$ cat src/design/psac_pkg.sv
package psac_pkg;

    // Stream payload widths (whole bytes)
    localparam int S_TDATA_W = 16;
    localparam int M_TDATA_W = 24;

    // Counter layout: V H YYYYY XXXXX
    localparam logic [11:0] COARSE_Y_MASK  = 12'h3E0;
    localparam logic [11:0] COARSE_Y_AT_29 = 12'h3A0;
    localparam logic [11:0] V_BIT          = 12'h800;
    localparam logic [11:0] H_BIT          = 12'h400;
    localparam logic [11:0] HORIZ_MASK     = 12'h41F;
    localparam logic [11:0] VERT_MASK      = 12'hBE0;

    typedef enum logic [3:0] {
        OP_CTRL    = 4'd0,
        OP_SCROLL1 = 4'd1,
        OP_SCROLL2 = 4'd2,
        OP_ADDR1   = 4'd3,
        OP_ADDR2   = 4'd4,
        OP_COPYH   = 4'd5,
        OP_COPYV   = 4'd6,
        OP_INCV    = 4'd7,
        OP_INCH    = 4'd8,
        OP_ADD1    = 4'd9,
        OP_ADD32   = 4'd10
    } psac_op_t;

    typedef struct packed {
        logic [11:0] latched_counters;
        logic [2:0]  latched_fine_y;
        logic [11:0] live_counters;
        logic [2:0]  fine_x;
        logic [2:0]  fine_y;
        logic        pattern_bit;
    } psac_state_t;

endpackage

$ cat src/design/psac_update.sv
// Next-state logic for one event.
module psac_update (
    input  logic [3:0]           operation,
    input  logic [7:0]           value,
    input  psac_pkg::psac_state_t state_cur,
    output psac_pkg::psac_state_t state_nxt
);

    logic [14:0] full_addr;
    logic [11:0] latch_addr2;

    assign full_addr   = {state_cur.fine_y, state_cur.live_counters};
    assign latch_addr2 = {state_cur.latched_counters[11:8], value};

    always_comb begin
        state_nxt = state_cur;
        case (operation)
            psac_pkg::OP_CTRL: begin
                state_nxt.latched_counters[11:10] = value[1:0];
                state_nxt.pattern_bit             = value[4];
            end
            psac_pkg::OP_SCROLL1: begin
                state_nxt.fine_x                 = value[2:0];
                state_nxt.latched_counters[4:0]  = value[7:3];
            end
            psac_pkg::OP_SCROLL2: begin
                state_nxt.latched_fine_y         = value[2:0];
                state_nxt.latched_counters[9:5]  = value[7:3];
            end
            psac_pkg::OP_ADDR1: begin
                state_nxt.latched_counters[11:8] = value[3:0];
                state_nxt.latched_fine_y         = {1'b0, value[5:4]};
            end
            psac_pkg::OP_ADDR2: begin
                state_nxt.latched_counters = latch_addr2;
                state_nxt.live_counters    = latch_addr2;
                state_nxt.fine_y           = state_cur.latched_fine_y;
            end
            psac_pkg::OP_COPYH: begin
                state_nxt.live_counters =
                    (state_cur.live_counters & psac_pkg::VERT_MASK) |
                    (state_cur.latched_counters & psac_pkg::HORIZ_MASK);
            end
            psac_pkg::OP_COPYV: begin
                state_nxt.live_counters =
                    (state_cur.live_counters & psac_pkg::HORIZ_MASK) |
                    (state_cur.latched_counters & psac_pkg::VERT_MASK);
                state_nxt.fine_y = state_cur.latched_fine_y;
            end
            psac_pkg::OP_INCV: begin
                if (state_cur.fine_y != 3'd7) begin
                    state_nxt.fine_y = state_cur.fine_y + 3'd1;
                end else begin
                    state_nxt.fine_y = 3'd0;
                    if ((state_cur.live_counters & psac_pkg::COARSE_Y_MASK) ==
                        psac_pkg::COARSE_Y_AT_29) begin
                        state_nxt.live_counters =
                            (state_cur.live_counters & ~psac_pkg::COARSE_Y_MASK) ^
                            psac_pkg::V_BIT;
                    end else if ((state_cur.live_counters & psac_pkg::COARSE_Y_MASK) ==
                                 psac_pkg::COARSE_Y_MASK) begin
                        // row 31: wrap, nametable stays
                        state_nxt.live_counters =
                            state_cur.live_counters & ~psac_pkg::COARSE_Y_MASK;
                    end else begin
                        state_nxt.live_counters = state_cur.live_counters + 12'd32;
                    end
                end
            end
            psac_pkg::OP_INCH: begin
                if (state_cur.live_counters[4:0] == 5'h1F) begin
                    state_nxt.live_counters =
                        {state_cur.live_counters[11:5], 5'd0} ^ psac_pkg::H_BIT;
                end else begin
                    state_nxt.live_counters = state_cur.live_counters + 12'd1;
                end
            end
            psac_pkg::OP_ADD1: begin
                {state_nxt.fine_y, state_nxt.live_counters} = full_addr + 15'd1;
            end
            psac_pkg::OP_ADD32: begin
                {state_nxt.fine_y, state_nxt.live_counters} = full_addr + 15'd32;
            end
            default: begin
                // unused codes: no change
            end
        endcase
    end

endmodule

$ cat src/design/ppu_scroll_address_counters_core.sv
// Scroll and address counters of a tile video unit (V H coarse-Y coarse-X
// layout). Each input transfer carries one event (register write or counter
// action); each event yields exactly one output transfer with the state
// after it. One event per cycle is accepted, back to back: a registered input
// stage feeds the next-state logic, whose result is captured together with
// the live state in the output register. An event passes through the input
// register and then the output register before output valid; throughput is
// one event per cycle as long as m_tready stays high, and back-pressure
// stalls the input stage only when both stages are full.
module ppu_scroll_address_counters_core (
    input  logic        aclk,
    input  logic        aresetn,
    // s_tdata: [3:0] operation, [11:4] value, [15:12] zero
    input  logic        s_tvalid,
    output logic        s_tready,
    input  logic [psac_pkg::S_TDATA_W-1:0] s_tdata,
    // m_tdata: [14:0] vram_address, [17:15] fine_x_scroll,
    //          [18] pattern_select, [23:19] zero
    output logic        m_tvalid,
    input  logic        m_tready,
    output logic [psac_pkg::M_TDATA_W-1:0] m_tdata
);

    // input stage
    logic       in_valid_reg;
    logic [3:0] in_op_reg;
    logic [7:0] in_value_reg;

    // architectural state
    psac_pkg::psac_state_t state_reg;
    psac_pkg::psac_state_t state_next;

    // output stage
    logic        out_valid_reg;
    logic [14:0] out_addr_reg;
    logic [2:0]  out_fine_x_reg;
    logic        out_pattern_reg;

    logic advance;
    logic s_xfer;

    // move the held event into the state when the output slot is free
    assign advance  = in_valid_reg && (!out_valid_reg || m_tready);
    assign s_tready = !in_valid_reg || advance;
    assign s_xfer   = s_tvalid && s_tready;

    always_ff @(posedge aclk) begin
        if (!aresetn) begin
            in_valid_reg <= 1'b0;
        end else if (s_xfer) begin
            in_valid_reg <= 1'b1;
        end else if (advance) begin
            in_valid_reg <= 1'b0;
        end
    end

    always_ff @(posedge aclk) begin
        if (s_xfer) begin
            in_op_reg    <= s_tdata[3:0];
            in_value_reg <= s_tdata[11:4];
        end
    end

    psac_update u_update (
        .operation (in_op_reg),
        .value     (in_value_reg),
        .state_cur (state_reg),
        .state_nxt (state_next)
    );

    always_ff @(posedge aclk) begin
        if (!aresetn) begin
            state_reg <= '0;
        end else if (advance) begin
            state_reg <= state_next;
        end
    end

    always_ff @(posedge aclk) begin
        if (!aresetn) begin
            out_valid_reg <= 1'b0;
        end else if (advance) begin
            out_valid_reg <= 1'b1;
        end else if (m_tready) begin
            out_valid_reg <= 1'b0;
        end
    end

    // result payload: the state right after the event
    always_ff @(posedge aclk) begin
        if (advance) begin
            out_addr_reg    <= {state_next.fine_y, state_next.live_counters};
            out_fine_x_reg  <= state_next.fine_x;
            out_pattern_reg <= state_next.pattern_bit;
        end
    end

    assign m_tvalid = out_valid_reg;
    assign m_tdata  = {5'd0, out_pattern_reg, out_fine_x_reg, out_addr_reg};

endmodule

$ cat config.mk
export PLATFORM = sky130hd
export DESIGN_NAME = ppu_scroll_address_counters_core
export DESIGN_NICKNAME = d
export VERILOG_FILES = /design/src/design/psac_pkg.sv /design/src/design/psac_update.sv /design/src/design/ppu_scroll_address_counters_core.sv
export SDC_FILE = /design/constraint.sdc
export NUM_CORES = 1
export LEC_CHECK = 0
export CAP_MARGIN = 20
export CORE_MARGIN = 4
export CORE_UTILIZATION = 29
export CTS_CLUSTER_SIZE = 24
export DETAILED_ROUTE_END_ITERATION = 10
export DONT_BUFFER_PORTS = 1
export GPL_TIMING_DRIVEN = 0
export PLACE_DENSITY = 0.43
export SKIP_CTS_REPAIR_TIMING = 1
export SYNTH_ARGS = -nofsm -noshare
export SYNTH_HDL_FRONTEND = slang
export SYNTH_HIERARCHICAL = 1
export SYNTH_SLANG_ARGS = --single-unit
$ cat constraint.sdc
create_clock -name aclk -period 3 [get_ports aclk]
set_input_delay 0.75 -clock aclk [delete_from_list [all_inputs] [get_ports aclk]]
set_output_delay 0.75 -clock aclk [all_outputs]
set_load 0.05 [all_outputs]
# --- Word level (Yosys, flattened, before mapping) ---
# Cells that the tools add are included.
# Widths: inputs -> output; s select.
totals:
  reg_bits: 67
  in_bits: 20
  out_inout_bits: 26
  wordCells: 75
classes:
  addsub: 5
  n_eq_ne: 14
  muxes: 18
  n_bitwise: 4
  reduce_logical: 18
ops:
  columns: ["operator", "count"]
  rows:
  - ["$pmux 12 s7", 1]
  - ["$mux 12", 4]
  - ["$eq 4x3->1 const B", 4]
  - ["$add 15x1->15 const B", 1]
  - ["$add 15x6->15 const B", 1]
  - ["$eq 5x5->1 const B", 3]
  - ["$add 12x1->12 const B", 1]
  - ["$add 12x6->12 const B", 1]
  - ["$eq 4x4->1 const B", 3]
  - ["$or 11x12->12", 1]
  - ["$or 12x11->12", 1]
  - ["$pmux 3 s2", 2]
  - ["$pmux 3 s4", 1]
  - ["$reduce_bool 2->1", 6]
  - ["$pmux 5 s2", 1]
  - ["$eq 4x2->1 const B", 2]
  - ["$pmux 2 s2", 2]
  - ["$reduce_and 2->1", 4]
  - ["$mux 3", 2]
  - ["$mux 1", 5]
  - ["$eq 4x1->1 const B", 1]
  - ["$logic_not 4->1", 1]
  - ["$add 3x1->3 const B", 1]
  - ["$ne 3x3->1 const B", 1]
  - ["other kinds (5)", 9]

# --- Longest topological paths before layout ---
depth:
  ltp_word: 6
  mapped_depth: 11
  ltp_nobuf: 11

# --- By module ---
# The synthesis kept the hierarchy.
modules_own_cells:
  columns: ["module", "n_inst", "cells_per_inst", "area_each_um2", "seq_area_each_um2"]
  rows:
  - ["ppu_scroll_address_counters_core", 1, 195, 2423.6, 1651.6]
  - ["psac_update", 1, 277, 1840.5, 0.0]

# --- Least setup slack after synthesis ---
# OpenSTA, ideal clock, no wires.
synth_path:
  path_kind: "register -> register"
  from: "register state_reg[12] in the netlist's numbering"
  to: "register out_addr_reg[10], data pin"
  setup_ns: 0.281
  arrival_ns: 1.823
  t_required_ns: 2.719
  setup_slack_ns: 0.896
  path_stages_with_launch: 9
  path_buffers: 0
  period_less_slack_ns: 2.104
  cell_sequence: "dfxtp_1 > ha_1 > and3_2 > ha_1 > nor2b_1 > a21boi_1 > o32a_1 > o22ai_1 > o2111ai_1"
synth_lines:
  columns: ["item", "line_no", "source"]
  rows:
  - ["start, declared", "ppu_scroll_address_counters_core.sv:30", "psac_pkg::psac_state_t state_reg;"]
  - ["start signal, assigned", "ppu_scroll_address_counters_core.sv:75", "state_reg <= state_next;"]
  - ["end signal, assigned", "ppu_scroll_address_counters_core.sv:92", "out_addr_reg <= {state_next.fine_y, state_next.live_counters};"]
  - ["end, declared", "ppu_scroll_address_counters_core.sv:35", "logic [14:0] out_addr_reg;"]

==> qor.csv <==
stage,metric,value,unit
global_route,grt_pass1_vias,3528,
finish,largest_register_ffs,34,
worst_setup_path,reg2reg_depth,10,
worst_setup_path,worstReg2RegEnd,state_reg[18],
clock_network,clock-root-buffer,clkbuf_16,
finish,nFillCells,1511,
global_route,grt_pass1_wl,21100,µm
finish,n_antenna_cell,0,
sta,tightest_slew,0.635,ns
sta,setup_viol,0,
global_route,antenna_found_initial,0,
synth,synth_edf_count,31,
sta,slew_violations,0,
min_path,hold_end,state_reg[17],
sta,hold_ws,0.457,ns
finish,finalNonFillerCells,676,
worst_setup_path,path_max_fanout,11,
sta,rsz0062_at_grt,false,
drt,wl_per_cell,20.3,µm
sta,hold_viol,0,
synth,syn_inst,472,
floorplanning,core,14500,µm²
clock_network,cts.sinks,67,
sta,setup_tns,0,ns
sta,clock_skew,0.0107,ns
synth,avgSynthCellArea,9.03,µm²
sta,max_freq,0.361,GHz
synth,synth-seq-cells,67,
synth,async_flop_share,0,%
worst_setup_path,r2r_start,state_reg[12],
pwr,total_power,2.40,mW
pwr,ir_drop,0.000327,V
floorplanning,dieHeight,129,µm
worst_setup_path,cp-end-kind,flip-flop,
clock_network,clkLatencyLatePin,0.34,ns
drt,wirelength,13700,µm
floorplanning,fp.dieW,129,µm
pwr,p_leak,1.69,nW
worst_setup_path,path_class,reg2reg,
synth,ys.flop_type,dfxtp_1,
clock_network,cts_buffers,9,
global_route,grt_overflow,0,
pwr,power_density,497,nW/µm²
drt,viasPerCell,5.40,
floorplanning,dieArea,16700,µm²
sta,relSlewSlack,57.3,%
global_route,grt_max_degree,29,
synth,yosysWarnings,6,
status,status,finished clean,
floorplanning,io-pin-count,46,
synth,yosysUniqueCellTypes,76,
global_route,grtUsageTotal,16.8,%
min_path,worstHoldStart,state_reg[17],
worst_setup_path,setup.worst_path.start_class,flip-flop,
clock_network,cts_tree,built,
synth,seq_area_frac_synth,38.7,%
clock_network,clockBufferDepth,2,
worst_setup_path,rrSetupSlack,0.23,ns
placement,dpl.cell_count,660,
worst_setup_path,cp.required,3.27,ns
drt,drc_errors,0,
floorplanning,initial_core_util,29.5,%
floorplanning,core.rowCount,44,
job,drv_cap,0,
drt,ant_nets,0,
clock_network,htreeDepth,3,
sta,post-route-min-period,2.77,ns
finish,drive_above_1_share,13.4,%
worst_setup_path,crit_arrival,3.04,ns
drt,drt_first_pass_iters,5,
placement,gp_congestion,0.883,
min_path,hold_class,reg2reg,
drt,drt_iter0_drc,322,
placement,dp_hpwl,10200,µm
sta,period_share,92.4,%
placement,portBuffers,0,
clock_network,clkSlewWorstSetupHoldPaths,0.06,ns
finish,nNetsFinal,515,
drt,vias,3650,
min_path,min_path_cells,2,
finish,final_core_util,33.3,%
synth,synth.cell_area,4260,µm²
finish,area_growth,13.0,%
[layout by cell type, fill, tap and decap left out, drive strengths merged, types with 5 or more instances in the layout]
master    n
a211oi    5
a21oi    20
a22oi    12
a31oi     6
buf      28
clkbuf   25
conb      5
dfxtp    36
edfxtp   31
ha        8
inv      13
mux2      5
mux2i    42
nand2   103
nand2b    8
nand3     9
nor2     15
nor2b    11
nor3      7
o21a      6
o21ai    23
o22ai     7
[cells in the mapped netlist (all sizes together) (8+ instances only)]
library cell  number  area (µm²)
nand2            103         387
mux2i             42         420
dfxtp             36         721
edfxtp            31         931
buf               28         191
o21ai             23         115
a21oi             20         100
nor2              15        71.3
a22oi             12        90.1
inv               12        45.0
clkbuf            11        42.5
nor2b             11        78.8
nand3              9        45.0
ha                 8         100
nand2b             8        50.1
[worst max-delay path by stage]
stage,startpoint,end,slack (ns),depth (start not counted)
2_1_floorplan,state_reg[12],out_addr_reg[10],0.90,8
3_3_place_gp,state_reg[12],state_reg[18],0.29,10
3_5_place_dp,state_reg[12],state_reg[18],0.32,10
4_1_cts,state_reg[12],state_reg[18],0.30,10
5_1_grt,state_reg[12],state_reg[18],0.10,10
6_report,state_reg[12],state_reg[18],0.23,10
[report_power, final]
group          switching (mW)  leakage (nW)  total, mW  internal (mW)
Sequential             0.0645         0.595       1.05          0.989
Clock                   0.399         0.150       1.08          0.684
Combinational           0.175         0.944      0.261         0.0860
Total                   0.638          1.69       2.40           1.76
[routing by layer]
metal / share of wire [%] / vias to the layer above / track usage [%]
met2: 46 / 122 / 26.5
met4: 2.2 / 0 / 6.05
met1: 46 / 1766 / 22.2
met3: 5.5 / 23 / 4.29
met5: 0 / - / 0
li1: - / 1739 / -
[stage by stage]
step	setup WS, ns	area, µm²
after floorplan	0.896	4280
after global placement	0.290	4510
after detailed placement	0.316	4510
after CTS	0.295	4820
after global routing	0.101	4820
final	0.229	4820
[cell type report]
class                           count  area, µm²  share of cell area [%]
Sequential cell                    67       1650                    34.3
Inverter                           12       45.0                   0.935
Clock inverter                      2       13.8                   0.286
Buffer                             39        234                    4.85
Clock buffer                       14        297                    6.15
Multi-Input combinational cell    358       2350                    48.7
Tap cell                          184        230                    4.78
[worst max-delay path: stages (launching register included)]
cell	delay, ns
dfxtp_1	0.55
ha_1	0.44
and3_2	0.23
ha_1	0.15
and3b_1	0.17
o21ai_0	0.35
xnor2_1	0.18
a32oi_1	0.08
a31oi_1	0.33
nand2_1	0.09
mux2i_1	0.14
[cells by family after synthesis]
family / after synthesis / share of synthesized area (%)
adder cells (fa/ha/maj): 8 / 2.35
buffers and inverters: 51 / 6.54
AO/OA/AOI/OAI: 108 / 17.7
flip-flops: 67 / 38.7
XOR/XNOR: 7 / 1.44
other: 1 / 0.0879
multiplexers: 47 / 11.2
AND/OR/NAND/NOR: 183 / 21.9
Power figures use the tool's default switching activity.
